$ cat config.mk
export PLATFORM = sky130hd
export DESIGN_NAME = rbst_merge
export DESIGN_NICKNAME = d
export VERILOG_FILES = /design/src/hdl/rbst_pkg.sv /design/src/hdl/rbst_merge.sv
export SDC_FILE = /design/constraint.sdc
export NUM_CORES = 1
export LEC_CHECK = 0
export ABC_CLOCK_PERIOD_IN_PS = 10100
export BUFFER_PORTS_ARGS = -buffer_cell sky130_fd_sc_hd__buf_2
export CORE_UTILIZATION = 40
export CTS_CLUSTER_SIZE = 25
export DETAILED_ROUTE_END_ITERATION = 10
export HOLD_SLACK_MARGIN = 0.02
export SLEW_MARGIN = 25
export SYNTH_ARGS = -nofsm -noshare
export SYNTH_HDL_FRONTEND = slang
export SYNTH_SLANG_ARGS = --single-unit
export TNS_END_PERCENT = 20
$ cat constraint.sdc
create_clock -name aclk -period 10.1 [get_ports aclk]
set_clock_uncertainty 0.05 [all_clocks]
set_input_delay 0.505 -clock aclk [delete_from_list [all_inputs] [get_ports aclk]]
set_output_delay 0.505 -clock aclk [all_outputs]
set_load 0.01 [all_outputs]
$ cat src/hdl/rbst_pkg.sv
// Shared widths, latencies, register indexes and lane types for the ray/box slab test.
`timescale 1ns / 1ps
`default_nettype none
package rbst_pkg;

    // Coordinate format: signed Q16.16.
    localparam int COORD_W  = 32;
    localparam int FRAC_W   = 16;
    localparam int SCALE_W  = COORD_W - 1;
    localparam int PROD_W   = 2 * SCALE_W;
    localparam int CTR_W    = COORD_W + 1;
    localparam int BND_W    = COORD_W + 2;
    localparam int DIFF_W   = COORD_W + 3;
    localparam int NUM_W    = DIFF_W + FRAC_W;
    localparam int T_W      = NUM_W + 1;
    localparam int REM_W    = COORD_W + 1;
    localparam int NUM_AXES = 3;

    // Latencies: divider is an input stage, one stage per quotient bit and a sign stage.
    localparam int DIV_LAT  = NUM_W + 2;
    localparam int LANE_LAT = 3 + DIV_LAT;
    localparam int PIPE_LAT = LANE_LAT + 2;

    localparam int CFG_ADDR_W = 3;

    localparam logic signed [T_W-1:0] T_MIN = {1'b1, {(T_W-1){1'b0}}};
    localparam logic signed [T_W-1:0] T_MAX = {1'b0, {(T_W-1){1'b1}}};

    typedef enum logic [CFG_ADDR_W-1:0] {
        REG_ORIGIN_X = 3'd0,
        REG_ORIGIN_Y = 3'd1,
        REG_ORIGIN_Z = 3'd2,
        REG_DIR_X    = 3'd3,
        REG_DIR_Y    = 3'd4,
        REG_DIR_Z    = 3'd5
    } cfg_reg_t;

    // Slab parameters one lane hands to the merge stage.
    typedef struct packed {
        logic signed [T_W-1:0] t_lo;
        logic signed [T_W-1:0] t_hi;
        logic                  par_ok;
    } lane_res_t;

    // Combined entry/exit over all axes.
    typedef struct packed {
        logic signed [T_W-1:0] t_ent;
        logic signed [T_W-1:0] t_ext;
        logic                  fail;
    } merge_res_t;

endpackage
`default_nettype wire

$ cat src/hdl/rbst_merge.sv
// Merge stage: sorts each lane's slab, then takes the latest entry and earliest exit.
`timescale 1ns / 1ps
`default_nettype none
module rbst_merge (
    input  wire logic                                aclk,
    input  wire logic                                en,
    input  rbst_pkg::lane_res_t                      lane [rbst_pkg::NUM_AXES],
    input  wire logic [rbst_pkg::NUM_AXES-1:0]       dir_zero,
    output rbst_pkg::merge_res_t                     res
);

    localparam int NA = rbst_pkg::NUM_AXES;
    localparam int TW = rbst_pkg::T_W;

    logic signed [TW-1:0] ent_reg [NA];
    logic signed [TW-1:0] ext_reg [NA];
    logic [NA-1:0]        fail_reg;
    rbst_pkg::merge_res_t res_reg;
    rbst_pkg::merge_res_t res_next;

    // Per lane: order the slab; a parallel axis only contributes its inside test.
    always_ff @(posedge aclk) begin
        if (en) begin
            for (int i = 0; i < NA; i++) begin
                if (dir_zero[i]) begin
                    ent_reg[i]  <= rbst_pkg::T_MIN;
                    ext_reg[i]  <= rbst_pkg::T_MAX;
                    fail_reg[i] <= ~lane[i].par_ok;
                end else begin
                    ent_reg[i]  <= (lane[i].t_lo < lane[i].t_hi) ? lane[i].t_lo : lane[i].t_hi;
                    ext_reg[i]  <= (lane[i].t_lo < lane[i].t_hi) ? lane[i].t_hi : lane[i].t_lo;
                    fail_reg[i] <= 1'b0;
                end
            end
        end
    end

    // Across lanes: largest entry, smallest exit.
    always_comb begin
        res_next.t_ent = ent_reg[0];
        res_next.t_ext = ext_reg[0];
        for (int i = 1; i < NA; i++) begin
            if (ent_reg[i] > res_next.t_ent) begin
                res_next.t_ent = ent_reg[i];
            end
            if (ext_reg[i] < res_next.t_ext) begin
                res_next.t_ext = ext_reg[i];
            end
        end
        res_next.fail = |fail_reg;
    end

    always_ff @(posedge aclk) begin
        if (en) begin
            res_reg <= res_next;
        end
    end

    assign res = res_reg;

endmodule
`default_nettype wire

==> flow_summary.json <==
{
  "tns_ns": 0,
  "area_delta_synth_final_pct": 15.0,
  "numClockSinks": 420,
  "multi_input_area_um2": 16600,
  "period_minus_slack_ns": 7.54,
  "viasPerCell": 6.01,
  "end_kind": "register",
  "ys_warn_count": 0,
  "synth-seq-cells": 420,
  "power_density_nw_per_um2": 194,
  "clkLatencyLatePin_ns": 0.61,
  "crit_chain": "inv_1 > ha_1 > and3_1 > a21boi_0 > o221ai_1 > o311ai_1 > o21ai_1 > and4b_4 > or2_4 > buf_4 > a21o_1 > inv_1 > ha_1 > nand3_1 > or4_1 > nor3_1 > o21ai_0 > nand3b_1 > nor3_4 > a311oi_2 > mux2i_4 > buf_12 > o221a_1",
  "dr_wl_met2_um": 48500,
  "hpwl_um": 86700,
  "top_layer": "met5",
  "gp_congestion": 0.921,
  "crit_buf_inv": 4,
  "crit_type": "register to register",
  "die_width_um": 282,
  "outcome": "finished clean",
  "stdcell_count": 4595,
  "avgSynthCellArea_um2": 9.73,
  "seqCellArea_um2": 12600,
  "critPathMaxStageDelay_ns": 0.87,
  "cp_top_family": "simple AND/OR/NAND/NOR gates",
  "routed-via-count": 27600,
  "synth_area_leaders": "edfxtp_1 40%, ha_1 14%, inv_1 4.4%",
  "synth_flop_cell": "edfxtp_1",
  "critPathRequiredTime_ns": 10.49,
  "seq_area_frac_synth_pct": 40.3,
  "yosys-top-cells-count": "420 x edfxtp_1, 367 x inv_1, 359 x ha_1, 213 x o21ai_0, 206 x clkbuf_1",
  "drive_gt1_share_pct": 16.3,
  "initial_utilization_pct": 40.4,
  "vdd_drop_max_uv": 142,
  "cts_setup_buffers": 0,
  "maxCapViolCount": 0,
  "drc": 0,
  "wl_met3_um": 11300,
  "hold_path.class": "primary input to register",
  "yosysUniqueCellTypes": 69,
  "grt_max_degree": 181,
  "synth_edf_count": 420,
  "cts_resized": 0,
  "fin_util_pct": 46.5,
  "cts_max_level": 2,
  "worstPathArrival_ns": 7.93,
  "io_buffers": 424,
  "synthArstFlopShare_pct": 0,
  "die_area_um2": 79500,
  "slowest_stage": "mux2i_4",
  "yosysTopAreaCellShare_pct": 40.3,
  "grtUsageTotal_pct": 28.2,
  "grt_antenna_before_repair": 33,
  "leakagePower_uw": 0.0158,
  "start_kind": "register",
  "synthesis.instances": 3219,
  "cts_made_buffers": 50,
  "fin_nets": 4188,
  "grt_pass1_wl_um": 165000,
  "gr-total-overflow": 0,
  "cts_tree": "yes",
  "yosys.area.top_type": "edfxtp_1",
  "max_freq_mhz": 133,
  "crit_fanout": 81,
  "final-hold-violation-count": 0,
  "num_rows": 102,
  "num-fill-cells": 7465,
  "relSlewSlack_pct": 14.0,
  "clk_path_buf_depth": 3,
  "wl_met1_um": 50800,
  "grt_pass1_vias": 24900,
  "synth_area_um2": 31300,
  "p_total_uw": 7000,
  "wl_um": 115000,
  "wl_per_cell_um": 24.9,
  "worstMarginPinSlew_ns": 1.27,
  "antenna_left": 0,
  "timing.final.crit_share_pct": 74.6,
  "synthMostInstantiatedCell": "edfxtp_1",
  "maxSlewViolCount": 0,
  "setup_viol": 0,
  "first_pass_iters": 6,
  "root_buffer": "clkbuf_16",
  "chipHeight_um": 282,
  "drtIter0Drc": 3302,
  "dpl.cell_count": 4496,
  "io_pins": 425,
  "synth_fp_nets": 3898,
  "rsz0062_at_grt": "false",
  "cts_hold_buf": 0,
  "coreArea_um2": 77500,
  "clk_pin_slew_ns": 0.06
}
cell usage in the layout, fill, tap and decap left out, types with 4 or more instances in the layout:
master / netlist / layout
o211ai_1: 7 / 7
a22o_1: 52 / 51
and3_1: 5 / 5
diode_2: 0 / 8
nor2b_1: 22 / 20
o31ai_1: 103 / 103
edfxtp_1: 420 / 420
nor4_1: 59 / 58
nand4_1: 67 / 67
bufinv_16: 0 / 6
o21bai_1: 54 / 54
nand2b_1: 12 / 9
a211o_1: 57 / 57
o21ai_0: 213 / 213
clkinv_1: 0 / 11
o311ai_1: 11 / 15
a2bb2oi_1: 51 / 51
o221a_1: 52 / 52
nor2_1: 146 / 145
buf_2: 10 / 423
o21a_1: 10 / 10
buf_4: 0 / 42
nand3_1: 128 / 127
a31oi_1: 59 / 59
clkbuf_16: 0 / 51
clkbuf_1: 206 / 10
a21oi_1: 156 / 153
mux2i_1: 106 / 105
buf_12: 0 / 4
a211oi_1: 16 / 16
a21o_1: 134 / 134
inv_1: 367 / 367
nor3_1: 170 / 170
nand2_1: 51 / 51
clkinv_2: 0 / 8
o311ai_0: 42 / 38
ha_1: 359 / 358
per-layer routing:
layer	vias up	GRT usage, %
li1	12900	-
met1	13200	41.6
met2	1345	40.8
met3	177	5.69
met4	28	9.03
met5	-	0
logic make-up (layout without fill, tap and decap cells):
kind of cell,count (synthesis),count (layout),synth area share [%]
adders and majority gates,359,359,14.3
other,0,8,0
AOI/OAI and AO/OA,1043,1043,23.3
and+or+nand+nor,686,686,11.2
DFF,420,420,40.3
muxes,110,110,3.53
buffers and inverters,601,929,7.38
power by group:
part | internal (µW) | switching [µW] | total (µW) | leakage, µW
Sequential | 2270 | 217 | 2490 | 0.00412
Clock | 1070 | 779 | 1850 | 0.000787
Combinational | 1020 | 1630 | 2660 | 0.0109
Total | 4370 | 2630 | 7000 | 0.0158
worst paths after layout:
check	depth (start not counted)	startpoint	endpoint	slack [ns]
min reg2reg	1	fail_reg[1]	res[0]	0.46
min	2	lane[0]	fail_reg[2]	0.12
max	23	ext_reg[0][17]	res[32]	2.56
max reg2reg	23	ext_reg[0][17]	res[32]	2.56
final cells by class:
class	count	area share [%]
Antenna cell	8	0.0555
Clock buffer	61	3.64
Clock inverter	29	0.819
Inverter	368	3.83
Multi-Input combinational cell	2198	46.0
Sequential cell	420	35.0
Tap cell	1040	3.61
Timing Repair Buffer	471	7.09
through the flow:
stage	worst slack (ns)	hold WS (ns)	instance area, µm²
final	2.56	0.116	36000
after CTS	2.62	0.0835	36000
after global placement	2.66	0.453	34400
after floorplan	4.51	0.425	31300
after global routing	2.05	0.101	36000
after detailed placement	2.66	0.447	34400
No activity file was read; power rests on OpenSTA's default activity.
